### src/rtl/bfdh_pkg.sv
`timescale 1ns / 1ps
package bfdh_pkg;

   localparam int HASH_W  = 64;
   localparam int POS_W   = 21;
   localparam int NH_W    = 8;
   localparam int CNT_W   = 32;
   localparam int CMD_W   = 2;
   localparam int DCNT_W  = 7;

   localparam logic [CMD_W-1:0] CMD_ADD   = 2'd0;
   localparam logic [CMD_W-1:0] CMD_QUERY = 2'd1;
   localparam logic [CMD_W-1:0] CMD_CLEAR = 2'd2;

   localparam logic CSR_NUM_HASHES    = 1'b0;
   localparam logic CSR_FILTER_LENGTH = 1'b1;

   localparam logic [NH_W-1:0]  NUM_HASHES_RST    = 8'd7;
   localparam logic [POS_W-1:0] FILTER_LENGTH_RST = 21'd1048576;

   typedef struct packed {
      logic start;
   } div_ctl_type;

endpackage

### src/rtl/bfdh_div.sv
`timescale 1ns / 1ps
// restoring remainder unit, one dividend bit per cycle
module bfdh_div import bfdh_pkg::*; (
   input  logic              clock,
   input  logic              reset,
   input  div_ctl_type       ctl,
   input  logic [HASH_W-1:0] dividend,
   input  logic [POS_W-1:0]  divisor,
   output logic              done,
   output logic [POS_W-1:0]  remainder
);

   logic              run_ff, run_in;
   logic              done_ff, done_in;
   logic [DCNT_W-1:0] cnt_ff, cnt_in;
   logic [HASH_W-1:0] num_ff, num_in;
   logic [POS_W-1:0]  rem_ff, rem_in;
   logic [POS_W-1:0]  den_ff, den_in;
   logic [POS_W:0]    trial;
   logic [POS_W:0]    diff;
   logic              ge;

   always_comb begin
      trial = {rem_ff, num_ff[HASH_W-1]};
      diff  = trial - {1'b0, den_ff};
      ge    = trial >= {1'b0, den_ff};
      run_in  = run_ff;
      done_in = 1'b0;
      cnt_in  = cnt_ff;
      num_in  = num_ff;
      rem_in  = rem_ff;
      den_in  = den_ff;
      if (ctl.start) begin
         run_in = 1'b1;
         num_in = dividend;
         rem_in = '0;
         den_in = divisor;
         cnt_in = DCNT_W'(HASH_W);
      end else if (run_ff) begin
         num_in = {num_ff[HASH_W-2:0], 1'b0};
         rem_in = ge ? diff[POS_W-1:0] : trial[POS_W-1:0];
         cnt_in = cnt_ff - DCNT_W'(1);
         if (cnt_ff == DCNT_W'(1)) begin
            run_in  = 1'b0;
            done_in = 1'b1;
         end
      end
   end

   always_ff @(posedge clock) begin
      if (reset) begin
         run_ff  <= 1'b0;
         done_ff <= 1'b0;
         cnt_ff  <= '0;
      end else begin
         run_ff  <= run_in;
         done_ff <= done_in;
         cnt_ff  <= cnt_in;
      end
      num_ff <= num_in;
      rem_ff <= rem_in;
      den_ff <= den_in;
   end

   assign done      = done_ff;
   assign remainder = rem_ff;

endmodule

### config.mk
export PLATFORM = sky130hd
export DESIGN_NAME = bfdh_div
export DESIGN_NICKNAME = d
export VERILOG_FILES = /design/src/rtl/bfdh_pkg.sv /design/src/rtl/bfdh_div.sv
export SDC_FILE = /design/constraint.sdc
export NUM_CORES = 1
export LEC_CHECK = 0
export ABC_AREA = 1
export BUFFER_PORTS_ARGS = -buffer_cell sky130_fd_sc_hd__buf_2
export CAP_MARGIN = 10
export CORE_UTILIZATION = 29
export CTS_BUF_LIST = sky130_fd_sc_hd__clkbuf_16
export CTS_CLUSTER_DIAMETER = 50
export DETAILED_ROUTE_END_ITERATION = 8
export GPL_ROUTABILITY_DRIVEN = 0
export PLACE_DENSITY = 0.56
export SLEW_MARGIN = 20
export SYNTH_ARGS = -nofsm -noshare
export SYNTH_HDL_FRONTEND = slang
export SYNTH_SLANG_ARGS = --single-unit
### constraint.sdc
create_clock -name clock -period 2.3 [get_ports clock]
set_clock_uncertainty 0.1 [all_clocks]
set_input_delay 0 -clock clock [delete_from_list [all_inputs] [get_ports clock]]
set_output_delay 0 -clock clock [all_outputs]
set_load 0.01 [all_outputs]
* Word-level counts from Yosys, hierarchy flattened
Cells that the tools add are included.
Word-level totals: bits in registers 115, bits of input ports 88
Operators by class: muxes and demuxes 9, equal/unequal tests 1, bitwise logic cells 1, magnitude comparators 1, reductions and logical operators 3, $add $sub $neg 2
Operators with widths (number):
- $mux W64 | 2
- $ge A22 B21 Y1 | 1
- $mux W21 | 1
- $sub A21 B21 Y21 | 1
- $mux W7 | 2
- $eq A7 B1 Y1 const B | 1
- $sub A7 B1 Y7 const B | 1
- $mux W1 | 4
- $reduce_or A3 Y1 | 1
- $reduce_bool A2 Y1 | 1
- $reduce_or A2 Y1 | 1
- $not A1 Y1 | 1

* Longest topological paths before layout
depth after elaboration 4, gate-level depth with buffers 17

* Worst setup path before layout
OpenSTA, ideal clock, no wires.
path kind register -> register, start point register run_ff, end point register num_ff[0], enable pin, path slack -0.072 ns, path buffers 0, cell stages (with the launch flop) 3, required time 1.777 ns, arrival 1.849 ns, cell sequence dfxtp_1 > nor2_1 > inv_1
On the way: longest elaborated chain between the ends 1
RTL lines:
- start, declared | line bfdh_div.sv:13 | logic run_ff, run_in;
- start signal, assigned | line bfdh_div.sv:56 | run_ff <= run_in;
- $reduce_bool A2 Y1 (no source line)
- end signal, assigned | line bfdh_div.sv:60 | num_ff <= num_in;
- end, declared | line bfdh_div.sv:16 | logic [HASH_W-1:0] num_ff, num_in;
Every way passes these cells. A chain may end at the register's enable or synchronous reset.

* Final worst setup path
start point register num_ff[63], end point register rem_ff[12], in the netlist remainder[12]
On the way: longest elaborated chain between the ends 2, elaborated cells between the ends (all ways) 3, those cells by class add/sub (1); order compare (1); mux (1)
RTL lines:
- $sub A21 B21 Y21 / $ge A22 B21 Y1 (equally long branches) | line bfdh_div.sv:25, bfdh_div.sv:26
- $mux W21 (*) | line bfdh_div.sv:41 | rem_in = ge ? diff[POS_W-1:0] : trial[POS_W-1:0];
- end signal, assigned | line bfdh_div.sv:61 | rem_ff <= rem_in;
- end, declared | line bfdh_div.sv:17 | logic [POS_W-1:0] rem_ff, rem_in;
Mark *: on every way between the ends. The rest lies on a longest branch, timed or not.

==> impl_metrics.tcl <==
set metrics [dict create \
    post-route-period-util_pct 92.51 \
    dp.cells 1191 \
    overflow 0 \
    diodes 0 \
    p_leak_uw 0.004468 \
    fillCellCount 2093 \
    finalWirelength_mm 16.86 \
    fmax_mhz 470.0 \
    whs_ns 0.02496 \
    numCtsBuffers 17 \
    cap_violations 0 \
    crit_top_cell "nand2_1" \
    postLayoutCellArea_um2 9005 \
    p_per_area_nw_per_um2 646.1 \
    critPathKind "flop to flop" \
    grt_max_degree 64 \
    hp-class "input pin to flop" \
    arrival_ns 2.34 \
    synth_top_cell_by_area "edfxtp_1" \
    placed_area_um2 7343 \
    wl_per_cell_um 12.71 \
    slowest_delay_ns 0.37 \
    syn_to_final_growth_pct 40.81 \
    async_flop_share_pct 0 \
    io_pins 110 \
    drt_first_pass_iters 5 \
    synth-seq-cells 115 \
    drv_slew 0 \
    nets 1150 \
    drive_gt1_share_pct 18.08 \
    synth_top_area_share_pct 39.91 \
    via_count 5761 \
    clk_pin_slew_ns 0.06 \
    yosysWarnings 0 \
    crit_path_end_kind "flop" \
    stdcell_count 1326 \
    htree_levels 4 \
    period_needed_ns 2.128 \
    clock_sinks 115 \
    cts_tree "built" \
    regArea_um2 3153 \
    rows 53 \
    grtUsageTotal_pct 16.03 \
    start_kind "flop" \
    grt_pass1_vias 5821 \
    synth_edf_count 85 \
    synthTopCellsByCount "nand2_1, inv_1, edfxtp_1" \
    die_y_um 150.5 \
    relSlewSlack_pct 69.27 \
    final-setup-viol-count 0 \
    required_ns 2.51 \
    cts_root_buffer "clkbuf_16" \
    cp_slowest_cell "edfxtp_1" \
    path_max_fanout 6 \
    netlist_instances 813 \
    worst_pin_slew_ns 0.4609 \
    ys.flop_type "edfxtp_1" \
    outcome "complete, no violations" \
    irDropWorstVdd_v 0.0004891 \
    yosysMostFrequentCell "nand2_1" \
    post-place-ws_ns 0.08565 \
    setup_ws_ns 0.1722 \
    synth-seq-area-share_pct 49.31 \
    core_area_um2 21290 \
    drc_errors 0 \
    dieArea_um2 22650 \
    clk-insertion-delay-late_ns 0.42 \
    grt_antenna_before_repair 0 \
    die_w_um 150.5 \
    multiInputGateArea_um2 2723 \
    clock_path_buffers 2 \
    synth_area_per_cell_um2 7.866 \
    drtAntennaViolNets 0 \
    grt_pass1_wl_mm 27.95 \
    cts_setup_buffers 0 \
    post_drt_via_cell_ratio 4.345 \
    crit_chain "inv_2 > ha_1 > inv_1 > fa_2 > nand2_1 > nand2_1 > nand3_1 > nand2_1 > nand2_2 > nand2_4 > nand2_8 > buf_4 > nand3b_1 > nand3_1 > nand2_1" \
    synthTopCellsByArea "edfxtp_1, nand2_1, dfxtp_1" \
    initial_utilization_pct 30.04 \
    ys_types 36 \
    syn_nets 925 \
    syn_area_um2 6395 \
    hpwl_mm 11.22 \
    port_buffers 109 \
    drt_iter0_markers 265 \
    finalHoldViolations 0 \
]
==> metrics by stage <==
step | TNS (ns) | utilization (%) | total power [uW]
floorplan | 0 | - | 2847
global placement | 0 | 34.50 | 3055
detailed placement | 0 | 34.50 | 3065
CTS | 0 | 42.08 | 5895
global route | -0.001487 | 42.30 | 6077
finish | 0 | 42.30 | 5818
==> per-layer routing <==
layer  GRT usage, %  share of wire, %  vias to the layer above
met1          19.27                45                     2600
li1               -                 -                     3010
met5              0                 0                        -
met4          5.657               1.4                        0
met3          3.939               4.5                       21
met2          27.65                49                      130
==> cell type report <==
| cell class | count | area share, % |
|---|---|---|
| sequential | 115 | 35.01 |
| multi-input combinational | 564 | 30.23 |
| timing repair buffer | 228 | 19.63 |
| clock buffer | 17 | 4.724 |
| inverter | 112 | 4.710 |
| tap | 275 | 3.821 |
| clock inverter | 15 | 1.862 |
==> worst paths after layout <==
| kind | start | endpoint | slack [ns] | depth (start not counted) |
|---|---|---|---|---|
| max | num_ff[63]$_DFFE_PP_ | remainder[12]$_SDFFE_PP0P_ | 0.17 | 15 |
| min | ctl | num_ff[53]$_DFFE_PP_ | 0.02 | 3 |
| max reg2reg | num_ff[63]$_DFFE_PP_ | remainder[12]$_SDFFE_PP0P_ | 0.17 | 15 |
| min reg2reg | cnt_ff[6]$_SDFFE_PP0P_ | cnt_ff[6]$_SDFFE_PP0P_ | 0.36 | 2 |
==> kinds of logic (layout without fill, tap and decap cells) <==
group / Yosys count / in the layout / share of synthesized area (%)
AND/OR/NAND/NOR: 496 / 496 / 33.28
buffers and inverters: 134 / 372 / 8.413
flip-flops: 115 / 115 / 49.31
AO/OA/AOI/OAI: 35 / 35 / 2.954
adder cells (fa/ha/maj): 24 / 24 / 4.813
XOR/XNOR: 9 / 9 / 1.233
==> worst max-delay path: cells and delay by family (launching register included) <==
kind | cells | cell delay [ns]
AND/OR/NAND/NOR | 10 | 0.78
flip-flops | 1 | 0.37
buffers and inverters | 3 | 0.28
adder cells (fa/ha/maj) | 2 | 0.47
==> where the power goes <==
part / switching, uW / leakage [uW] / internal, uW
clock network: 966 / 0.000287 / 1690
logic: 367 / 0.00308 / 322
registers: 51.5 / 0.00111 / 2420
==> registers in the layout, indices dropped and copies added (netlist names) <==
signal and flops:
num_ff 64, den_ff 21, remainder 21, cnt_ff 7, done 1, run_ff 1
==> repair_timing <==
action / CTS / global route
hold endpoints to repair: 94 / 0
hold buffers: 102 / 0
gates resized for setup: 0 / 6
endpoints found under the setup margin: 0 / 21
==> cells in the final DEF, fill, tap and decap left out, types with 2 or more instances in the layout <==
cell type / n
xor2_1: 2
buf_12: 4
buf_2: 108
nor3_1: 6
dfxtp_1: 30
clkinv_4: 3
nor2_1: 25
nand3b_1: 18
xnor2_1: 7
clkinv_1: 2
o21ai_0: 7
inv_2: 6
nor2_2: 3
nand3_1: 43
clkbuf_16: 18
nand2_2: 11
nand4_1: 4
nand3_2: 4
edfxtp_1: 85
buf_4: 12
ha_1: 23
inv_1: 107
bufinv_16: 3
clkinvlp_4: 4
o21ai_1: 5
nor2_4: 2
nand2_8: 2
a21oi_1: 19
dlygate4sd3_1: 102
nand2_1: 373
No activity file was read; power rests on OpenSTA's default activity.
